### src/hw/rtl/pts_pkg.sv
// Shared types and constants for the periodic task scheduler.
// No dependencies; every other file refers to this package by scoped names.
`timescale 1ns / 1ps

package pts_pkg;

    // Table size and the width of a slot index
    localparam int NUM_SLOTS = 8;
    localparam int SLOT_W    = (NUM_SLOTS > 1) ? $clog2(NUM_SLOTS) : 1;

    // Field widths fixed by the item format
    localparam int OP_W     = 2;
    localparam int ID_W     = 8;
    localparam int PERIOD_W = 16;
    localparam int SLOTF_W  = 3;
    localparam int DIV_W    = 8;

    localparam logic [DIV_W-1:0] TICK_DIVIDE_RESET = 8'd10;

    // Item kinds
    typedef enum logic [OP_W-1:0] {
        OP_ADD      = 2'd0,
        OP_PULSE    = 2'd1,
        OP_DISPATCH = 2'd2,
        OP_DONE     = 2'd3
    } op_t;

    // Slot status codes
    typedef enum logic [1:0] {
        ST_STOPPED  = 2'd0,
        ST_RUNNABLE = 2'd1,
        ST_RUNNING  = 2'd2,
        ST_OVERRUN  = 2'd3
    } status_t;

    // One result item
    typedef struct packed {
        logic               ok;
        logic [SLOTF_W-1:0] slot;
        logic [ID_W-1:0]    task_id;
        logic               overrun;
    } res_t;

    // Controller to datapath commands
    typedef struct packed {
        logic load;
        logic prescale;
        logic scan_step;
        logic done_step;
        logic push;
    } cmd_t;

    // Datapath to controller status
    typedef struct packed {
        op_t  op;
        logic hit;
        logic last;
        logic tick_fire;
    } sts_t;

endpackage

### src/hw/rtl/pts_in_if.sv
// Input item channel of the task scheduler.
// Depends on pts_pkg for field widths.
`timescale 1ns / 1ps

interface pts_in_if;
    logic                          valid;
    logic                          ready;
    logic [pts_pkg::OP_W-1:0]      op;
    logic [pts_pkg::ID_W-1:0]      task_id;
    logic [pts_pkg::PERIOD_W-1:0]  period;
    logic [pts_pkg::SLOTF_W-1:0]   slot;

    modport source (output valid, op, task_id, period, slot, input ready);
    modport sink   (input valid, op, task_id, period, slot, output ready);
endinterface

### src/hw/rtl/pts_out_if.sv
// Result item channel of the task scheduler.
// Depends on pts_pkg for field widths.
`timescale 1ns / 1ps

interface pts_out_if;
    logic                          valid;
    logic                          ready;
    logic                          ok;
    logic [pts_pkg::SLOTF_W-1:0]   out_slot;
    logic [pts_pkg::ID_W-1:0]      out_task_id;
    logic                          overrun;

    modport source (output valid, ok, out_slot, out_task_id, overrun, input ready);
    modport sink   (input valid, ok, out_slot, out_task_id, overrun, output ready);
endinterface

### src/hw/rtl/pts_cfg_if.sv
// Configuration write channel carrying the tick divider value.
// Depends on pts_pkg for the data width.
`timescale 1ns / 1ps

interface pts_cfg_if;
    logic                        valid;
    logic                        ready;
    logic [pts_pkg::DIV_W-1:0]   data;

    modport source (output valid, data, input ready);
    modport sink   (input valid, data, output ready);
endinterface

### src/hw/rtl/pts_dp.sv
// Datapath of the task scheduler: slot table, prescaler, divider register,
// pending result and output payload register. Depends on pts_pkg.
`timescale 1ns / 1ps

module pts_dp (
    input  logic                          clk,
    input  logic                          rst_n,
    input  pts_pkg::cmd_t                 cmd,
    output pts_pkg::sts_t                 sts,
    input  logic [pts_pkg::OP_W-1:0]      op,
    input  logic [pts_pkg::ID_W-1:0]      task_id,
    input  logic [pts_pkg::PERIOD_W-1:0]  period,
    input  logic [pts_pkg::SLOTF_W-1:0]   slot,
    input  logic                          cfg_valid,
    input  logic [pts_pkg::DIV_W-1:0]     cfg_data,
    output pts_pkg::res_t                 out_res
);

    localparam logic [pts_pkg::SLOT_W-1:0] LAST_IDX = pts_pkg::SLOT_W'(pts_pkg::NUM_SLOTS - 1);

    // Slot table
    logic [pts_pkg::ID_W-1:0]     slot_id_reg        [pts_pkg::NUM_SLOTS];
    logic [pts_pkg::PERIOD_W-1:0] slot_period_reg    [pts_pkg::NUM_SLOTS];
    logic [pts_pkg::PERIOD_W-1:0] slot_countdown_reg [pts_pkg::NUM_SLOTS];
    pts_pkg::status_t             slot_status_reg    [pts_pkg::NUM_SLOTS];

    // Item, walk index, prescaler and results
    pts_pkg::op_t                  op_reg;
    logic [pts_pkg::ID_W-1:0]      id_in_reg;
    logic [pts_pkg::PERIOD_W-1:0]  period_in_reg;
    logic [pts_pkg::SLOTF_W-1:0]   slot_in_reg;
    logic [pts_pkg::SLOT_W-1:0]    idx_reg;
    logic [pts_pkg::DIV_W-1:0]     prescale_reg;
    logic [pts_pkg::DIV_W-1:0]     tick_divide_reg;
    pts_pkg::res_t                 res_reg;
    pts_pkg::res_t                 out_reg;

    // Current slot view
    pts_pkg::status_t              cur_status;
    logic [pts_pkg::PERIOD_W-1:0]  cur_cd;
    logic [pts_pkg::PERIOD_W-1:0]  cd_dec;
    logic [pts_pkg::DIV_W:0]       presc_next;
    logic                          done_ok;

    // Decode the slot at the walk index
    always_comb
    begin
        cur_status = slot_status_reg[idx_reg];
        cur_cd     = slot_countdown_reg[idx_reg];
        cd_dec     = (cur_cd != '0) ? (cur_cd - 1'b1) : cur_cd;
        presc_next = {1'b0, prescale_reg} + 1'b1;
        done_ok    = (int'(slot_in_reg) < pts_pkg::NUM_SLOTS) &&
                     ((cur_status == pts_pkg::ST_RUNNING) ||
                      (cur_status == pts_pkg::ST_OVERRUN));
    end

    // Report status to the controller
    always_comb
    begin
        sts.op        = op_reg;
        sts.last      = (idx_reg == LAST_IDX);
        sts.tick_fire = (presc_next >= {1'b0, tick_divide_reg});
        sts.hit       = ((op_reg == pts_pkg::OP_ADD) &&
                         (cur_status == pts_pkg::ST_STOPPED)) ||
                        ((op_reg == pts_pkg::OP_DISPATCH) &&
                         (cur_status == pts_pkg::ST_RUNNABLE) && (cur_cd == '0));
    end

    assign out_res = out_reg;

    // Hold the table and item state; apply one slot step per command
    always_ff @(posedge clk or negedge rst_n)
    begin
        if (!rst_n)
        begin
            for (int k = 0; k < pts_pkg::NUM_SLOTS; k++)
            begin
                slot_id_reg[k]        <= '0;
                slot_period_reg[k]    <= '0;
                slot_countdown_reg[k] <= '0;
                slot_status_reg[k]    <= pts_pkg::ST_STOPPED;
            end
            op_reg          <= pts_pkg::OP_ADD;
            id_in_reg       <= '0;
            period_in_reg   <= '0;
            slot_in_reg     <= '0;
            idx_reg         <= '0;
            prescale_reg    <= '0;
            tick_divide_reg <= pts_pkg::TICK_DIVIDE_RESET;
            res_reg         <= '0;
            out_reg         <= '0;
        end
        else
        begin
            // Write the divider register
            if (cfg_valid)
            begin
                tick_divide_reg <= cfg_data;
            end

            // Capture an accepted item and clear the pending result
            if (cmd.load)
            begin
                op_reg        <= pts_pkg::op_t'(op);
                id_in_reg     <= task_id;
                period_in_reg <= period;
                slot_in_reg   <= slot;
                idx_reg       <= (pts_pkg::op_t'(op) == pts_pkg::OP_DONE) ?
                                 pts_pkg::SLOT_W'(slot) : '0;
                res_reg       <= '0;
            end

            // Advance the prescaler
            if (cmd.prescale)
            begin
                if (sts.tick_fire)
                begin
                    prescale_reg <= '0;
                    res_reg.ok   <= 1'b1;
                end
                else
                begin
                    prescale_reg <= presc_next[pts_pkg::DIV_W-1:0];
                end
            end

            // Process one slot of an add, dispatch or tick walk
            if (cmd.scan_step)
            begin
                idx_reg <= idx_reg + 1'b1;
                unique case (op_reg)
                    pts_pkg::OP_ADD:
                    begin
                        if (sts.hit)
                        begin
                            slot_id_reg[idx_reg]        <= id_in_reg;
                            slot_period_reg[idx_reg]    <= period_in_reg;
                            slot_countdown_reg[idx_reg] <= period_in_reg;
                            slot_status_reg[idx_reg]    <= pts_pkg::ST_RUNNABLE;
                            res_reg.ok   <= 1'b1;
                            res_reg.slot <= pts_pkg::SLOTF_W'(idx_reg);
                        end
                    end
                    pts_pkg::OP_DISPATCH:
                    begin
                        if (sts.hit)
                        begin
                            slot_status_reg[idx_reg]    <= pts_pkg::ST_RUNNING;
                            slot_countdown_reg[idx_reg] <= slot_period_reg[idx_reg];
                            res_reg.ok      <= 1'b1;
                            res_reg.slot    <= pts_pkg::SLOTF_W'(idx_reg);
                            res_reg.task_id <= slot_id_reg[idx_reg];
                        end
                    end
                    pts_pkg::OP_PULSE:
                    begin
                        slot_countdown_reg[idx_reg] <= cd_dec;
                        if ((cur_status == pts_pkg::ST_RUNNING) && (cd_dec == '0))
                        begin
                            slot_status_reg[idx_reg] <= pts_pkg::ST_OVERRUN;
                        end
                    end
                    pts_pkg::OP_DONE:
                    begin
                        // Done never walks the table
                    end
                endcase
            end

            // Retire a finished task
            if (cmd.done_step && done_ok)
            begin
                slot_status_reg[idx_reg] <= pts_pkg::ST_RUNNABLE;
                res_reg.ok      <= 1'b1;
                res_reg.slot    <= slot_in_reg;
                res_reg.task_id <= slot_id_reg[idx_reg];
                res_reg.overrun <= (cur_status == pts_pkg::ST_OVERRUN);
            end

            // Move the pending result to the output register
            if (cmd.push)
            begin
                out_reg <= res_reg;
            end
        end
    end

endmodule

### src/hw/rtl/pts_ctrl.sv
// Controller state machine of the task scheduler: sequences one item through
// the datapath and owns both handshakes. Depends on pts_pkg.
`timescale 1ns / 1ps

module pts_ctrl (
    input  logic          clk,
    input  logic          rst_n,
    input  logic          in_valid,
    output logic          in_ready,
    output logic          out_valid,
    input  logic          out_ready,
    input  pts_pkg::sts_t sts,
    output pts_pkg::cmd_t cmd
);

    typedef enum logic [5:0] {
        S_IDLE     = 6'b000001,
        S_ROUTE    = 6'b000010,
        S_PRESCALE = 6'b000100,
        S_SCAN     = 6'b001000,
        S_DONE     = 6'b010000,
        S_POST     = 6'b100000
    } state_t;

    state_t state_reg;
    state_t state_next;
    logic   out_valid_reg;
    logic   out_valid_next;

    assign in_ready  = (state_reg == S_IDLE);
    assign out_valid = out_valid_reg;

    // Sequence the item and issue datapath commands
    always_comb
    begin
        state_next = state_reg;
        cmd        = '0;
        unique case (state_reg)
            S_IDLE:
            begin
                if (in_valid)
                begin
                    cmd.load = 1'b1;
                    state_next = S_ROUTE;
                end
            end
            S_ROUTE:
            begin
                // Route the loaded item by its kind
                unique case (sts.op)
                    pts_pkg::OP_PULSE:    state_next = S_PRESCALE;
                    pts_pkg::OP_DONE:     state_next = S_DONE;
                    pts_pkg::OP_ADD:      state_next = S_SCAN;
                    pts_pkg::OP_DISPATCH: state_next = S_SCAN;
                endcase
            end
            S_PRESCALE:
            begin
                cmd.prescale = 1'b1;
                state_next = sts.tick_fire ? S_SCAN : S_POST;
            end
            S_SCAN:
            begin
                cmd.scan_step = 1'b1;
                if (sts.hit || sts.last)
                begin
                    state_next = S_POST;
                end
            end
            S_DONE:
            begin
                cmd.done_step = 1'b1;
                state_next = S_POST;
            end
            S_POST:
            begin
                if (!out_valid_reg || out_ready)
                begin
                    cmd.push = 1'b1;
                    state_next = S_IDLE;
                end
            end
            default:
            begin
                state_next = S_IDLE;
            end
        endcase
    end

    // Output valid: set on push, drop on transfer
    always_comb
    begin
        out_valid_next = out_valid_reg;
        if (cmd.push)
        begin
            out_valid_next = 1'b1;
        end
        else if (out_ready)
        begin
            out_valid_next = 1'b0;
        end
    end

    always_ff @(posedge clk or negedge rst_n)
    begin
        if (!rst_n)
        begin
            state_reg     <= S_IDLE;
            out_valid_reg <= 1'b0;
        end
        else
        begin
            state_reg     <= state_next;
            out_valid_reg <= out_valid_next;
        end
    end

    assert property (@(posedge clk) disable iff (!rst_n)
        cmd.push |-> (!out_valid_reg || out_ready))
        else $error("result pushed over an untaken result");

    assert property (@(posedge clk) disable iff (!rst_n)
        cmd.push |=> out_valid_reg)
        else $error("pushed result not presented");

    assert property (@(posedge clk) disable iff (!rst_n)
        (state_reg == S_SCAN) && !sts.hit && !sts.last |=> (state_reg == S_SCAN))
        else $error("slot walk ended early");

endmodule

### src/hw/rtl/periodic_task_scheduler_unit.sv
// Periodic task scheduler: a controller and a datapath joined by commands.
// Depends on pts_pkg, pts_in_if, pts_out_if, pts_cfg_if, pts_ctrl, pts_dp.
//
// Usage
//   req carries one item per transfer: op (add, timebase pulse, dispatch,
//   done), task_id and period for add, slot for done. rsp returns exactly one
//   result per item: ok, out_slot, out_task_id, overrun. cfg writes the tick
//   divider (pulses per scheduler tick); it is always ready, and the user
//   must write it only while the block is idle, which is not enforced.
// Sequencing
//   Items are handled one at a time. Done passes the route and done states
//   before its result goes to the output register. Add and dispatch walk the
//   slots one per cycle until a match or the last slot. A pulse that ends
//   in a tick walks every slot; any other pulse only advances the prescaler.
// Reset
//   All slots stopped, countdowns and prescaler zero, divider 10.
// Stalls
//   The result sits in an output register; the next item is taken while it
//   waits, and its result is held until rsp transfers the first.
`timescale 1ns / 1ps

module periodic_task_scheduler_unit (
    input  logic       clk,
    input  logic       rst_n,
    pts_in_if.sink     req,
    pts_out_if.source  rsp,
    pts_cfg_if.sink    cfg
);

    pts_pkg::cmd_t cmd;
    pts_pkg::sts_t sts;
    pts_pkg::res_t out_res;

    pts_ctrl u_ctrl (
        .clk       (clk),
        .rst_n     (rst_n),
        .in_valid  (req.valid),
        .in_ready  (req.ready),
        .out_valid (rsp.valid),
        .out_ready (rsp.ready),
        .sts       (sts),
        .cmd       (cmd)
    );

    pts_dp u_dp (
        .clk       (clk),
        .rst_n     (rst_n),
        .cmd       (cmd),
        .sts       (sts),
        .op        (req.op),
        .task_id   (req.task_id),
        .period    (req.period),
        .slot      (req.slot),
        .cfg_valid (cfg.valid),
        .cfg_data  (cfg.data),
        .out_res   (out_res)
    );

    // Divider register takes a write in any cycle
    assign cfg.ready = 1'b1;

    // Drive the result payload
    assign rsp.ok          = out_res.ok;
    assign rsp.out_slot    = out_res.slot;
    assign rsp.out_task_id = out_res.task_id;
    assign rsp.overrun     = out_res.overrun;

endmodule
### src/flat_wrapper.sv
// flat-port wrapper written by rule: the top's interface ports become plain ports
module periodic_task_scheduler_unit_flat 
  (clk, rst_n, req_valid, req_op, req_task_id, req_period, req_slot, req_ready, rsp_valid, rsp_ok, rsp_out_slot, rsp_out_task_id, rsp_overrun, rsp_ready, cfg_valid, cfg_data, cfg_ready);
  pts_in_if req_i ();
  pts_out_if rsp_i ();
  pts_cfg_if cfg_i ();
  input  logic clk;
  input  logic rst_n;
  input wire logic [$bits(req_i.valid)-1:0] req_valid;
  input wire logic [$bits(req_i.op)-1:0] req_op;
  input wire logic [$bits(req_i.task_id)-1:0] req_task_id;
  input wire logic [$bits(req_i.period)-1:0] req_period;
  input wire logic [$bits(req_i.slot)-1:0] req_slot;
  output wire logic [$bits(req_i.ready)-1:0] req_ready;
  output wire logic [$bits(rsp_i.valid)-1:0] rsp_valid;
  output wire logic [$bits(rsp_i.ok)-1:0] rsp_ok;
  output wire logic [$bits(rsp_i.out_slot)-1:0] rsp_out_slot;
  output wire logic [$bits(rsp_i.out_task_id)-1:0] rsp_out_task_id;
  output wire logic [$bits(rsp_i.overrun)-1:0] rsp_overrun;
  input wire logic [$bits(rsp_i.ready)-1:0] rsp_ready;
  input wire logic [$bits(cfg_i.valid)-1:0] cfg_valid;
  input wire logic [$bits(cfg_i.data)-1:0] cfg_data;
  output wire logic [$bits(cfg_i.ready)-1:0] cfg_ready;
  assign req_i.valid = req_valid;
  assign req_i.op = req_op;
  assign req_i.task_id = req_task_id;
  assign req_i.period = req_period;
  assign req_i.slot = req_slot;
  assign req_ready = req_i.ready;
  assign rsp_valid = rsp_i.valid;
  assign rsp_ok = rsp_i.ok;
  assign rsp_out_slot = rsp_i.out_slot;
  assign rsp_out_task_id = rsp_i.out_task_id;
  assign rsp_overrun = rsp_i.overrun;
  assign rsp_i.ready = rsp_ready;
  assign cfg_i.valid = cfg_valid;
  assign cfg_i.data = cfg_data;
  assign cfg_ready = cfg_i.ready;
  periodic_task_scheduler_unit u_core (.clk(clk), .rst_n(rst_n), .req(req_i), .rsp(rsp_i), .cfg(cfg_i));
endmodule
### config.mk
export PLATFORM = sky130hd
export DESIGN_NAME = periodic_task_scheduler_unit_flat
export DESIGN_NICKNAME = d
export VERILOG_FILES = /design/src/hw/rtl/pts_pkg.sv /design/src/hw/rtl/pts_in_if.sv /design/src/hw/rtl/pts_out_if.sv /design/src/hw/rtl/pts_cfg_if.sv /design/src/hw/rtl/pts_dp.sv /design/src/hw/rtl/pts_ctrl.sv /design/src/hw/rtl/periodic_task_scheduler_unit.sv /design/src/flat_wrapper.sv
export SDC_FILE = /design/constraint.sdc
export NUM_CORES = 1
export LEC_CHECK = 0
export BUFFER_PORTS_ARGS = -buffer_cell sky130_fd_sc_hd__buf_2
export CAP_MARGIN = 20
export CORE_ASPECT_RATIO = 0.6
export CORE_MARGIN = 3
export CORE_UTILIZATION = 45
export DETAILED_ROUTE_END_ITERATION = 12
export PLACE_DENSITY_LB_ADDON = 0.2
export SLEW_MARGIN = 0
export SYNTH_ARGS = -nofsm -noshare
export SYNTH_HDL_FRONTEND = slang
export SYNTH_SLANG_ARGS = --single-unit
### constraint.sdc
create_clock -name clk -period 8.3 [get_ports clk]
set_clock_uncertainty 0.2 [all_clocks]
set_input_delay 1.66 -clock clk [delete_from_list [all_inputs] [get_ports clk]]
set_output_delay 1.66 -clock clk [all_outputs]
set_load 0.01 [all_outputs]
# Yosys cells after proc, flatten, opt, wreduce, memory -nomap -nowiden
# Cells that the tools add are included.
# Widths: inputs -> output; s select.
# classes
n_bitwise	10
n_eq_ne	19
mux	61
n_lt_le_gt_ge	3
reduce_logical	24
addsub	3
# ops
operator	count
$bwmux 128	4
$pmux 128 s3	1
$mux 128	2
$mux 16	11
$bmux 16 s3	2
$bwmux 64	1
$demux 16 s3	1
$pmux 16 s3	1
$mux 8	5
$pmux 6 s6	1
$logic_not 16->1	2
$mux 13	2
$and 8x8->8	3
$bmux 8 s3	1
$demux 8 s3	1
$mux 12	2
$mux 6	4
$or 8x8->8	3
$pmux 6 s3	1
$not 8->8	2
$or 16x16->16	1
$reduce_bool 16->1	1
$sub 16x1->16 const B	1
$mux 1	11
31 further kinds	56
# word_totals
ff_bits	417
input_bits	42

# Logic depth before layout (Yosys ltp)
# Gate-level depths: netlist of run 1.
# depth
depth_word	13
mapped_depth	15

# Modules after synthesis
# Synthesis of run 1 repeated with hierarchy kept, for this count alone.
# unflattened
hier_cells	2269
hier_area_um2	22865.7
# by_module_without_submodules
mod	area_per_inst_um2	cells_per_inst	n_inst	seq_area_each_um2
pts_dp	22374.0	2219	1	10262.3
pts_ctrl	480.5	48	1	176.4
periodic_task_scheduler_unit	11.3	2	1	0.0

# Least setup slack after synthesis of run 1
# No wires, ideal clock.
# synth_timing
path_type	register to register
start	register u_core.u_dp.idx_reg[1] (netlist name)
end	register u_core.u_dp.slot_id_reg[10] (netlist name)
path_slack_ns	4.117
required_time_ns	7.975
setup_ns	0.125
synth_period_minus_slack_ns	4.183
path_stages_with_launch	15
t_arrival_ns	3.858
path_cell_list	dfrtp_1 -> clkbuf_1 -> buf_1 -> mux4_2 -> mux2i_1 -> ha_1 -> o211ai_1 -> nor4_2 -> buf_4 -> a21oi_2 -> nor3b_4 -> nand2_8 -> nor2_8 -> buf_12 -> mux2_4
# synth_between
elab_chain_len	9
word_cells_on_any_way	21
classes_between	2 x order compare; 1 x eq/ne; 9 x mux; 1 x bitwise; 8 x reduce/logical
# synth_lines
item	line	text
start: declaration	pts_dp.sv:32	logic [pts_pkg::SLOT_W-1:0] idx_reg;
start signal: assignment	pts_dp.sv:108	idx_reg <= (pts_pkg::op_t'(op) == pts_pkg::OP_DONE) ?
start signal: assignment	pts_dp.sv:130	idx_reg <= idx_reg + 1'b1;
$not 3->4 (implied by the code) *	pts_dp.sv:48, pts_dp.sv:49, pts_dp.sv:136	
$bmux 2 s3	pts_dp.sv:48	cur_status = slot_status_reg[idx_reg];
$mux 2 (implied by the code) (2 in a row)	pts_dp.sv:48	
$eq 2x1->1	pts_dp.sv:66	(cur_status == pts_pkg::ST_RUNNABLE) && (cur_cd == '0));
$logic_and 1x1->1	pts_dp.sv:65	((op_reg == pts_pkg::OP_DISPATCH) &&
$logic_and 1x1->1	pts_dp.sv:66	
$logic_or 1x1->1	pts_dp.sv:64	(cur_status == pts_pkg::ST_STOPPED)) ||
$reduce_and 3->1 (no line)	-	
end signal: indexed assignment	pts_dp.sv:136	slot_id_reg[idx_reg] <= id_in_reg;
end: declaration	pts_dp.sv:22	logic [pts_pkg::ID_W-1:0] slot_id_reg [pts_pkg::NUM_SLOTS];
# Mark *: on every way between the ends. The rest lies on a longest branch, timed or not. The select of a mux whose other input is x is not followed.
# A chain may end at the register's enable or synchronous reset.

# Worst setup path after layout of run 1
# layout_timing
start	register u_core.u_dp.idx_reg[1] (netlist name)
end	register u_core.u_dp.slot_status_reg[10] (netlist name)
# layout_between
elab_chain_len	13
word_cells_on_any_way	39
classes_between	1 x add/sub; 2 x order compare; 3 x eq/ne; 15 x mux; 6 x bitwise; 12 x reduce/logical
# layout_lines
item	line	text
$not 3->4 (implied by the code) *	-	
$bmux 16 s3 or $bmux 2 s3 (tied branches)	pts_dp.sv:49, pts_dp.sv:48	
$mux 16 (implied by the code) or $mux 2 (tied branches) (2 in a row)	pts_dp.sv:49, pts_dp.sv:48	
$sub 16x1->16 (tied with other cells)	pts_dp.sv:50	cd_dec = (cur_cd != '0) ? (cur_cd - 1'b1) : cur_cd;
$mux 16 or $logic_and 1x1->1 (tied branches)	pts_dp.sv:50, pts_dp.sv:65	
$logic_not 16->1 or $logic_and 1x1->1 (tied branches)	pts_dp.sv:158, pts_dp.sv:66	
$logic_and 1x1->1 or $logic_or 1x1->1 (tied branches)	pts_dp.sv:158, pts_dp.sv:64	
$mux 16, on equally long branches	pts_dp.sv:158, pts_dp.sv:134, pts_dp.sv:146	
$pmux 16 s3	pts_dp.sv:131	unique case (op_reg)
$mux 16	pts_dp.sv:128	if (cmd.scan_step)
$or 8x8->8 (no line)	-	
$mux 16 *	pts_dp.sv:171	if (cmd.done_step && done_ok)
end signal: indexed assignment	pts_dp.sv:139	slot_status_reg[idx_reg] <= pts_pkg::ST_RUNNABLE;
end signal: indexed assignment	pts_dp.sv:148	slot_status_reg[idx_reg] <= pts_pkg::ST_RUNNING;
end signal: indexed assignment	pts_dp.sv:173	slot_status_reg[idx_reg] <= pts_pkg::ST_RUNNABLE;
end: declaration	pts_dp.sv:25	pts_pkg::status_t slot_status_reg [pts_pkg::NUM_SLOTS];
# Marked as above.

==> metrics.md, run 1 <==
| Metric | Value |
|---|---|
| Core area | `50290 um2` |
| Critical path, cell by cell | `buf_4 > mux4_2 > mux2i_1 > ha_1 > o211ai_1 > nor2_1 > and4bb_2 > xor2_1 > nand4_1 > nor4_2 > o31ai_2 > o21ai_1` |
| Worst Hold Class | `reg2reg` |
| RSZ-0062 raised after global routing | `no` |
| Hold-fix buffers, CTS | `0` |
| Arr. time, crit path | `6040 ps` |
| Sequential area share after synthesis | `44.69%` |
| Area growth syn-to-layout | `8.560%` |
| DRC viols | `0` |
| Top-count cell post-synth | `dfrtp_1` |
| 1st-iter DRT viols | `1998` |
| Final Max Slew Viols | `0` |
| Ports | `58` |
| Inserted Clock Buffers | `41` |
| FF+latch count, synth | `417` |
| ANT nets after route | `0` |
| Slew margin rel. | `24.56%` |
| Period Utilization, post-route | `69.68%` |
| Peak supply drop | `0.2077 mV` |
| Total GRT Usage | `27.21%` |
| Critical path's top delay family | `simple AND/OR/NAND/NOR gates` |
| Starting density of the core | `46.45%` |
| Top cells by count, synth | `dfrtp_1 (414), nand2_1 (408), o21ai_0 (176), mux2_4 (160), a21oi_1 (159)` |
| Max cap viols | `0` |
| Net count, final | `2235` |
| DP HPWL | `45.48 mm` |
| Max Root-Sink Buffers | `3` |
| Endpoints failing setup | `0` |
| # resized after CTS | `0` |
| Final WL | `75.17 mm` |
| Syn_nets | `2273` |
| Cell Pwr Density | `336.5 nW/um2` |
| Yosys top cell area share | `44.35%` |
| Fillers | `4544` |
| Synth area leaders | `dfrtp_1 (44%), mux2_4 (10%), nand2_1 (6.6%), mux2_2 (3.8%), o21ai_0 (3.8%)` |
| Setup TNS | `0 ps` |
| Worst path bufs/invs | `1` |
| Endpoints failing hold | `0` |
| Post-layout min period | `5783 ps` |
| Most used DFF post-synth | `dfrtp_1` |
| Die width | `300.1 um` |
| Final Non-Filler Cells | `2887` |
| Die ar. | `54770 um2` |
| WL/cell | `26.04 um` |
| Mean post-synth cell area | `10.56 um2` |
| Req. time, crit path | `8550 ps` |
| DIE HEIGHT | `182.5 um` |
| Post-synth ARST share | `100.0%` |
| Fmax achieved | `172.9 MHz` |
| Critical Path Max Stage Delay | `880 ps` |
| Share of cells above drive strength 1 | `22.63%` |
| Antenna cells | `0` |
| EDFF count, synth | `0` |
| CP startpoint kind | `flop` |
| Largest net degree at the start of global routing | `152` |
| Setup Buffers After CTS | `0` |
| Clk_lat worst skew | `570 ps` |
| Post-DP Area | `23920 um2` |
| Synth cell types | `83` |
| Clk sinks | `417` |
| Mean number of vias per cell | `6.422` |
| Worst setup margin | `2517 ps` |
| Routability Congestion | `0.9100` |
| Status | `finished clean` |
| Total grt overflow | `0` |
| Minimum hold slack | `297.4 ps` |
| Rows | `63` |
| Kind of critical path | `reg2reg` |
| DRT Pass-1 Iters | `6` |
| Crit-path max FO | `24` |
| Post-Place Cells | `2814` |
| Slowest CP cell | `dfrtp_2` |
| Port Buffers | `56` |
| CP Capture Type | `flop` |
| CTS tree | `built` |
| P_leak | `11.00 nW` |
| First-pass GRT wire length | `114.3 mm` |
| Vias | `18540` |
| Clock-pin transition on the worst setup and hold timing paths | `70 ps` |
| Dominant cell type by area after synthesis | `dfrtp_1` |
| CTS root buf | `clkbuf_16` |
| Vias in the first global route | `17720` |
| Setup WS pre-CTS | `2668 ps` |
| Yosys warns | `0` |
| Design Area, Final | `25360 um2` |
| Initial antenna violation count | `1` |
| Slew @ Worst Pin | `1127 ps` |
| H-tree levels | `2` |
| Synth Instances | `2213` |
| Mapped cell area | `23360 um2` |
==> worst reg2reg max path, delay by kind of cell, from the launching register on <==
kind	cells	cell delay, ps
AOI/OAI and AO/OA	3	510
adders and majority gates	1	260
xor gates and xnor gates	1	810
DFF	1	880
buffers and inverters	1	420
muxes	2	1010
and+or+nand+nor	4	1580
==> power breakdown <==
group	switching, mW	leakage [nW]	total, mW	internal [mW]
logic	2.45	4.65	3.58	1.12
clock network	0.858	0.716	2.04	1.18
registers	0.547	5.64	2.92	2.37
==> placed cells by master (no fill, tap or decap), drive strengths merged, types with 17 or more instances in the layout <==
| master | n |
|---|---|
| a21oi | 161 |
| nand3 | 19 |
| o21ai | 192 |
| ha | 18 |
| clkbuf | 59 |
| dfrtp | 414 |
| a31oi | 17 |
| nor2 | 57 |
| a211oi | 79 |
| mux2i | 33 |
| a22oi | 18 |
| buf | 101 |
| a221oi | 20 |
| nand2 | 409 |
| o31ai | 105 |
| mux4 | 34 |
| mux2 | 239 |
==> path summary, 6_finish.rpt <==
check / from / end / slack, ps / cells after the start
setup reg to reg: u_core.u_dp.idx_reg[1]$_DFFE_PN0P_ / u_core.u_dp.slot_status_reg[10]$_DFF_PN0_ / 2520 / 12
max in group asynchronous: rst_n / u_core.u_dp.slot_period_reg[68]$_DFFE_PN0P_ / 5650 / 2
hold reg to reg: u_core.u_dp.out_res[10]$_DFFE_PN0P_ / u_core.u_dp.out_res[10]$_DFFE_PN0P_ / 300 / 1
min in group asynchronous: rst_n / u_core.u_dp.tick_divide_reg[5]$_DFFE_PN0P_ / 830 / 1
hold / removal: u_core.u_dp.out_res[10]$_DFFE_PN0P_ / u_core.u_dp.out_res[10]$_DFFE_PN0P_ / 300 / 1
setup / recovery: u_core.u_dp.idx_reg[1]$_DFFE_PN0P_ / u_core.u_dp.slot_status_reg[10]$_DFF_PN0_ / 2520 / 12
==> logic make-up after synthesis <==
logic type      synth area share, %
flops                         44.69
simple gates                  11.03
fa+ha+maj                    0.9642
buf+inv                       4.574
mux                           18.88
compound gates                19.24
xor+xnor                     0.6053
other cells                 0.01605
==> through the flow <==
stage          power, mW  util (%)
2_1_floorplan      5.156         -
3_3_place_gp       6.316     47.56
3_5_place_dp       6.408     47.56
4_1_cts            8.445     50.42
5_1_grt            8.965     50.42
6_report           8.534     50.42
==> metal layers <==
layer | track usage [%] | routed length (um) | up-vias
met4 | 5.903 | 1514 | 0
met2 | 35.89 | 29420 | 1019
li1 | - | - | 8031
met1 | 43.78 | 35810 | 9370
met3 | 6.861 | 8425 | 121
met5 | 0 | 0 | -
==> area by class of cell <==
type	count	area (um2)	area share [%]
clock buffer	59	1256	4.954
clock inverter	14	182.7	0.7204
inverter	15	57.56	0.2270
multi-input combinational	1599	11910	46.97
sequential	417	10450	41.19
tap	682	853.3	3.365
timing repair buffer	101	653.1	2.576
Power figures use the tool's default switching activity.
==> inputs of run 2 (changes only) <==
--- a/config.mk
+++ b/config.mk
@@ -5,6 +5,7 @@
 export SDC_FILE = /design/constraint.sdc
 export NUM_CORES = 1
 export LEC_CHECK = 0
+export ABC_AREA = 1
 export BUFFER_PORTS_ARGS = -buffer_cell sky130_fd_sc_hd__buf_2
 export CAP_MARGIN = 20
 export CORE_ASPECT_RATIO = 0.6
==> constraint.sdc (replaced) <==
create_clock -name clk -period 5.8 [get_ports clk]
set_clock_uncertainty 0.2 [all_clocks]
set_input_delay 1.16 -clock clk [delete_from_list [all_inputs] [get_ports clk]]
set_output_delay 1.16 -clock clk [all_outputs]
set_load 0.01 [all_outputs]
==> metrics.md, run 2 <==
| Metric | Value |
|---|---|
| Status | `finished clean` |
| 1st-iter DRT viols | `3141 (+57%)` |
| Kind of critical path | `reg2reg` |
| Synth Instances | `3370 (+52%)` |
| Area growth syn-to-layout | `8.426%` |
| Most used DFF post-synth | `dfrtp_1` |
| Yosys warns | `0 (unchanged)` |
| First-pass GRT wire length | `129.1 mm (+13%)` |
| Antenna cells | `0 (unchanged)` |
| Share of cells above drive strength 1 | `7.713% (-15 points)` |
| Final WL | `83.86 mm (+12%)` |
| Top-count cell post-synth | `nand2_1` |
| DRC viols | `0 (unchanged)` |
| Clock-pin transition on the worst setup and hold timing paths | `70 ps (about the same)` |
| Slowest CP cell | `inv_1` |
| DRT Pass-1 Iters | `6 (unchanged)` |
| Max Root-Sink Buffers | `3 (unchanged)` |
| Dominant cell type by area after synthesis | `dfrtp_1` |
| Total grt overflow | `0 (unchanged)` |
| Most common cell after layout, fill and taps aside | `nand2_1` |
| Met1 usage | `45.65% (+1.9 points)` |
| Post-Place Cells | `3945 (+40%)` |
| Critical hold path startpoint | `u_core.u_dp.out_res[2]$_DFFE_PN0P_` |
| Yosys top cell area share | `43.15% (-1.2 points)` |
| Endpoints failing hold | `0 (unchanged)` |
| Inserted Clock Buffers | `42 (+2.4%)` |
| Die width | `304.2 um (+1.4%)` |
| DP HPWL | `53.28 mm (+17%)` |
| H-tree levels | `2 (unchanged)` |
| Final Non-Filler Cells | `4025 (+39%)` |
| Critical path, cell by cell | `buf_4 > buf_4 > nand2_1 > nand3_1 > nand2_1 > nor2_2 > nand2_2 > nor2_4 > nand2_2 > inv_2 > nand2_2 > o21ai_4 > o211ai_4 > nand2_1 > nand2_1 > inv_2 > o21ai_1 > inv_1 > o21ai_0 > o21ai_0` |
| Syn_nets | `3430 (+51%)` |
| Die ar. | `56260 um2 (+2.7%)` |
| Setup Buffers After CTS | `0 (unchanged)` |
| Worst path bufs/invs | `5 (+4)` |
| CTS root buf | `clkbuf_16` |
| Worst r2r src | `u_core.u_dp.idx_reg[0]$_DFFE_PN0P_` |
| Cell Pwr Density | `524.1 nW/um2 (+56%)` |
| WL/cell | `20.83 um (-20%)` |
| R2r endpoint | `u_core.u_dp.slot_countdown_reg[59]$_DFFE_PN0P_` |
| Worst Hold Class | `reg2reg` |
| EDFF count, synth | `0 (unchanged)` |
| Req. time, crit path | `6090 ps (-2460 ps)` |
| Hold-fix buffers, CTS | `0 (unchanged)` |
| Vias | `23730 (+28%)` |
| Endpoints failing setup | `0 (unchanged)` |
| ANT nets after route | `0 (unchanged)` |
| P_leak | `12.49 nW (+14%)` |
| Post-DP Area | `24450 um2 (+2.2%)` |
| Total GRT Usage | `29.34% (+2.1 points)` |
| Most frequent cells in the layout | `nand2_1 (1249), dfrtp_1 (413), o21ai_0 (388)` |
| Slew margin rel. | `22.73% (-1.8 points)` |
| # resized after CTS | `0 (unchanged)` |
| CP dominant cell by count | `nand2_1` |
| RSZ-0062 raised after global routing | `no` |
| Critical path's top delay family | `buffers and inverters` |
| Synth area leaders | `dfrtp_1 (43%), nand2_1 (20%), o21ai_0 (8.1%), inv_1 (4.1%), o21ai_1 (3.9%)` |
| Clk_lat worst skew | `590 ps (+20 ps)` |
| Largest net degree at the start of global routing | `146 (-3.9%)` |
| Clk sinks | `417 (unchanged)` |
| Met3 Usage GRT | `6.777% (-0.084 points)` |
| Ports | `58 (unchanged)` |
| Setup TNS | `0 ps (unchanged)` |
| CP Capture Type | `flop` |
| Port Buffers | `56 (unchanged)` |
| Net count, final | `3359 (+50%)` |
| Initial antenna violation count | `1 (unchanged)` |
| Routability Congestion | `0.9622 (+5.7%)` |
| FF+latch count, synth | `417 (unchanged)` |
| Design Area, Final | `26040 um2 (+2.7%)` |
| Met2 track demand over resource | `40.15% (+4.3 points)` |
| R2R depth | `20 (+8)` |
| Min-Delay Path Depth | `2 (+1)` |
| Synth cell types | `50 (-40%)` |
| Post-synth ARST share | `100.0% (unchanged)` |
| Final Total Pwr | `13.65 mW (+60%)` |
| Post-layout min period | `5104 ps (-679.4 ps)` |
| Vias in the first global route | `21520 (+21%)` |
| Core area | `51810 um2 (+3.0%)` |
| Final Max Slew Viols | `0 (unchanged)` |
| Slew @ Worst Pin | `1158 ps (+30.43 ps)` |
| Critical Path Max Stage Delay | `880 ps (about the same)` |
| Rows | `64 (+1.6%)` |
| Mean number of vias per cell | `5.896 (-8.2%)` |
| Sequential area share after synthesis | `43.47% (-1.2 points)` |
| Peak supply drop | `0.4322 mV (+110%)` |
| Max cap viols | `0 (unchanged)` |
| Top cells by count, synth | `nand2_1 (1257), dfrtp_1 (414), o21ai_0 (388), inv_1 (263), o21ai_1 (188)` |
| Fillers | `4964 (+9.2%)` |
| CTS tree | `built` |
| Most used routing layer | `met1` |
| Fmax achieved | `195.9 MHz (+13%)` |
| Min-Delay Endpoint | `u_core.u_dp.out_res[2]$_DFFE_PN0P_` |
| Arr. time, crit path | `5400 ps (-640 ps)` |
| Crit-path max FO | `38 (+58%)` |
| Mean post-synth cell area | `7.125 um2 (-32%)` |
| Mapped cell area | `24010 um2 (+2.8%)` |
| CP startpoint kind | `flop` |
| Period Utilization, post-route | `88.00% (+18 points)` |
| Starting density of the core | `46.35% (-0.10 points)` |
| Worst R2R Setup Slack | `700 ps (-1820 ps)` |
| DIE HEIGHT | `184.9 um (+1.3%)` |
[run 2: cell types whose count changed after synthesis, moves of 32 or more]
cell | before | now
o31ai_1 | 104 | 3
nand3_1 | 19 | 123
inv_1 | 15 | 263
o22ai_1 | 1 | 76
mux2_4 | 160 | 0
a211oi_1 | 79 | 0
nand2_1 | 408 | 1257
nor2_1 | 48 | 104
o21ai_0 | 176 | 388
o21ai_1 | 8 | 188
mux2i_1 | 32 | 0
a22oi_1 | 18 | 61
a21oi_1 | 159 | 93
mux2_2 | 79 | 5
[run 2: logic make-up after synthesis]
| kind of cell | after synthesis | synth area share, % |
|---|---|---|
| simple gates | 1567 | 26.26 |
| compound gates | 849 | 19.40 |
| buf+inv | 503 | 9.312 |
| flops | 417 | 43.47 |
| fa+ha+maj | 18 | 0.9380 |
| xor+xnor | 10 | 0.3648 |
| mux | 5 | 0.2345 |
| other cells | 1 | 0.01562 |
[run 2: worst max path at each step]
| stage | cells past startpoint | start | to |
|---|---|---|---|
| 3_5_place_dp | 20 | u_core.u_dp.idx_reg[0]$_DFFE_PN0P_ | u_core.u_dp.slot_countdown_reg[59]$_DFFE_PN0P_ |
| 5_1_grt | 20 | u_core.u_dp.idx_reg[0]$_DFFE_PN0P_ | u_core.u_dp.slot_countdown_reg[55]$_DFFE_PN0P_ |
| 4_1_cts | 20 | u_core.u_dp.idx_reg[0]$_DFFE_PN0P_ | u_core.u_dp.slot_countdown_reg[55]$_DFFE_PN0P_ |
| 2_1_floorplan | 27 | u_core.u_dp.idx_reg[0]$_DFFE_PN0P_ | u_core.u_dp.slot_id_reg[34]$_DFFE_PN0P_ |
| 3_3_place_gp | 20 | u_core.u_dp.idx_reg[0]$_DFFE_PN0P_ | u_core.u_dp.slot_countdown_reg[59]$_DFFE_PN0P_ |
| 6_report | 20 | u_core.u_dp.idx_reg[0]$_DFFE_PN0P_ | u_core.u_dp.slot_countdown_reg[59]$_DFFE_PN0P_ |
[run 2: cell type report]
type	instances	area (um2)	share of cell area (%)
Multi-Input combinational cell	2450	11390	43.77
Clock buffer	60	1239	4.758
Clock inverter	17	260.3	0.9996
Tap cell	693	867.1	3.330
Sequential cell	417	10440	40.10
Timing Repair Buffer	104	755.7	2.903
Inverter	284	1079	4.143
[run 2: through the flow]
step | hold slack, ps | utilization, % | setup slack [ps]
after floorplan | 249.3 | - | 2502
after global placement | 261.6 | 47.17 | 1064
after detailed placement | 268.0 | 47.20 | 939.7
after CTS | 284.1 | 50.09 | 906.3
after global routing | 307.9 | 50.25 | 482.2
final | 280.4 | 50.25 | 696.1
[run 2: worst register-to-register path: cells and delay by family (launching register included)]
family | cells | cell delay (ps)
DFF | 1 | 780
AOI/OAI and AO/OA | 5 | 860
buffers and inverters | 5 | 1940
and+or+nand+nor | 10 | 1220
[run 2: per-layer routing]
metal / routed length (um) / vias to the layer above
met4: 1980 / 0
li1: - / 10840
met5: 0 / -
met1: 38620 / 11430
met3: 10250 / 129
met2: 33010 / 1333
[run 2: power breakdown]
part | internal [mW] | total [mW] | switching (mW) | leakage, nW
Sequential | 3.29 | 3.56 | 0.271 | 5.72
Combinational | 1.52 | 7.08 | 5.56 | 6.03
Clock | 1.73 | 3.01 | 1.28 | 0.742
Total | 6.54 | 13.6 | 7.10 | 12.5
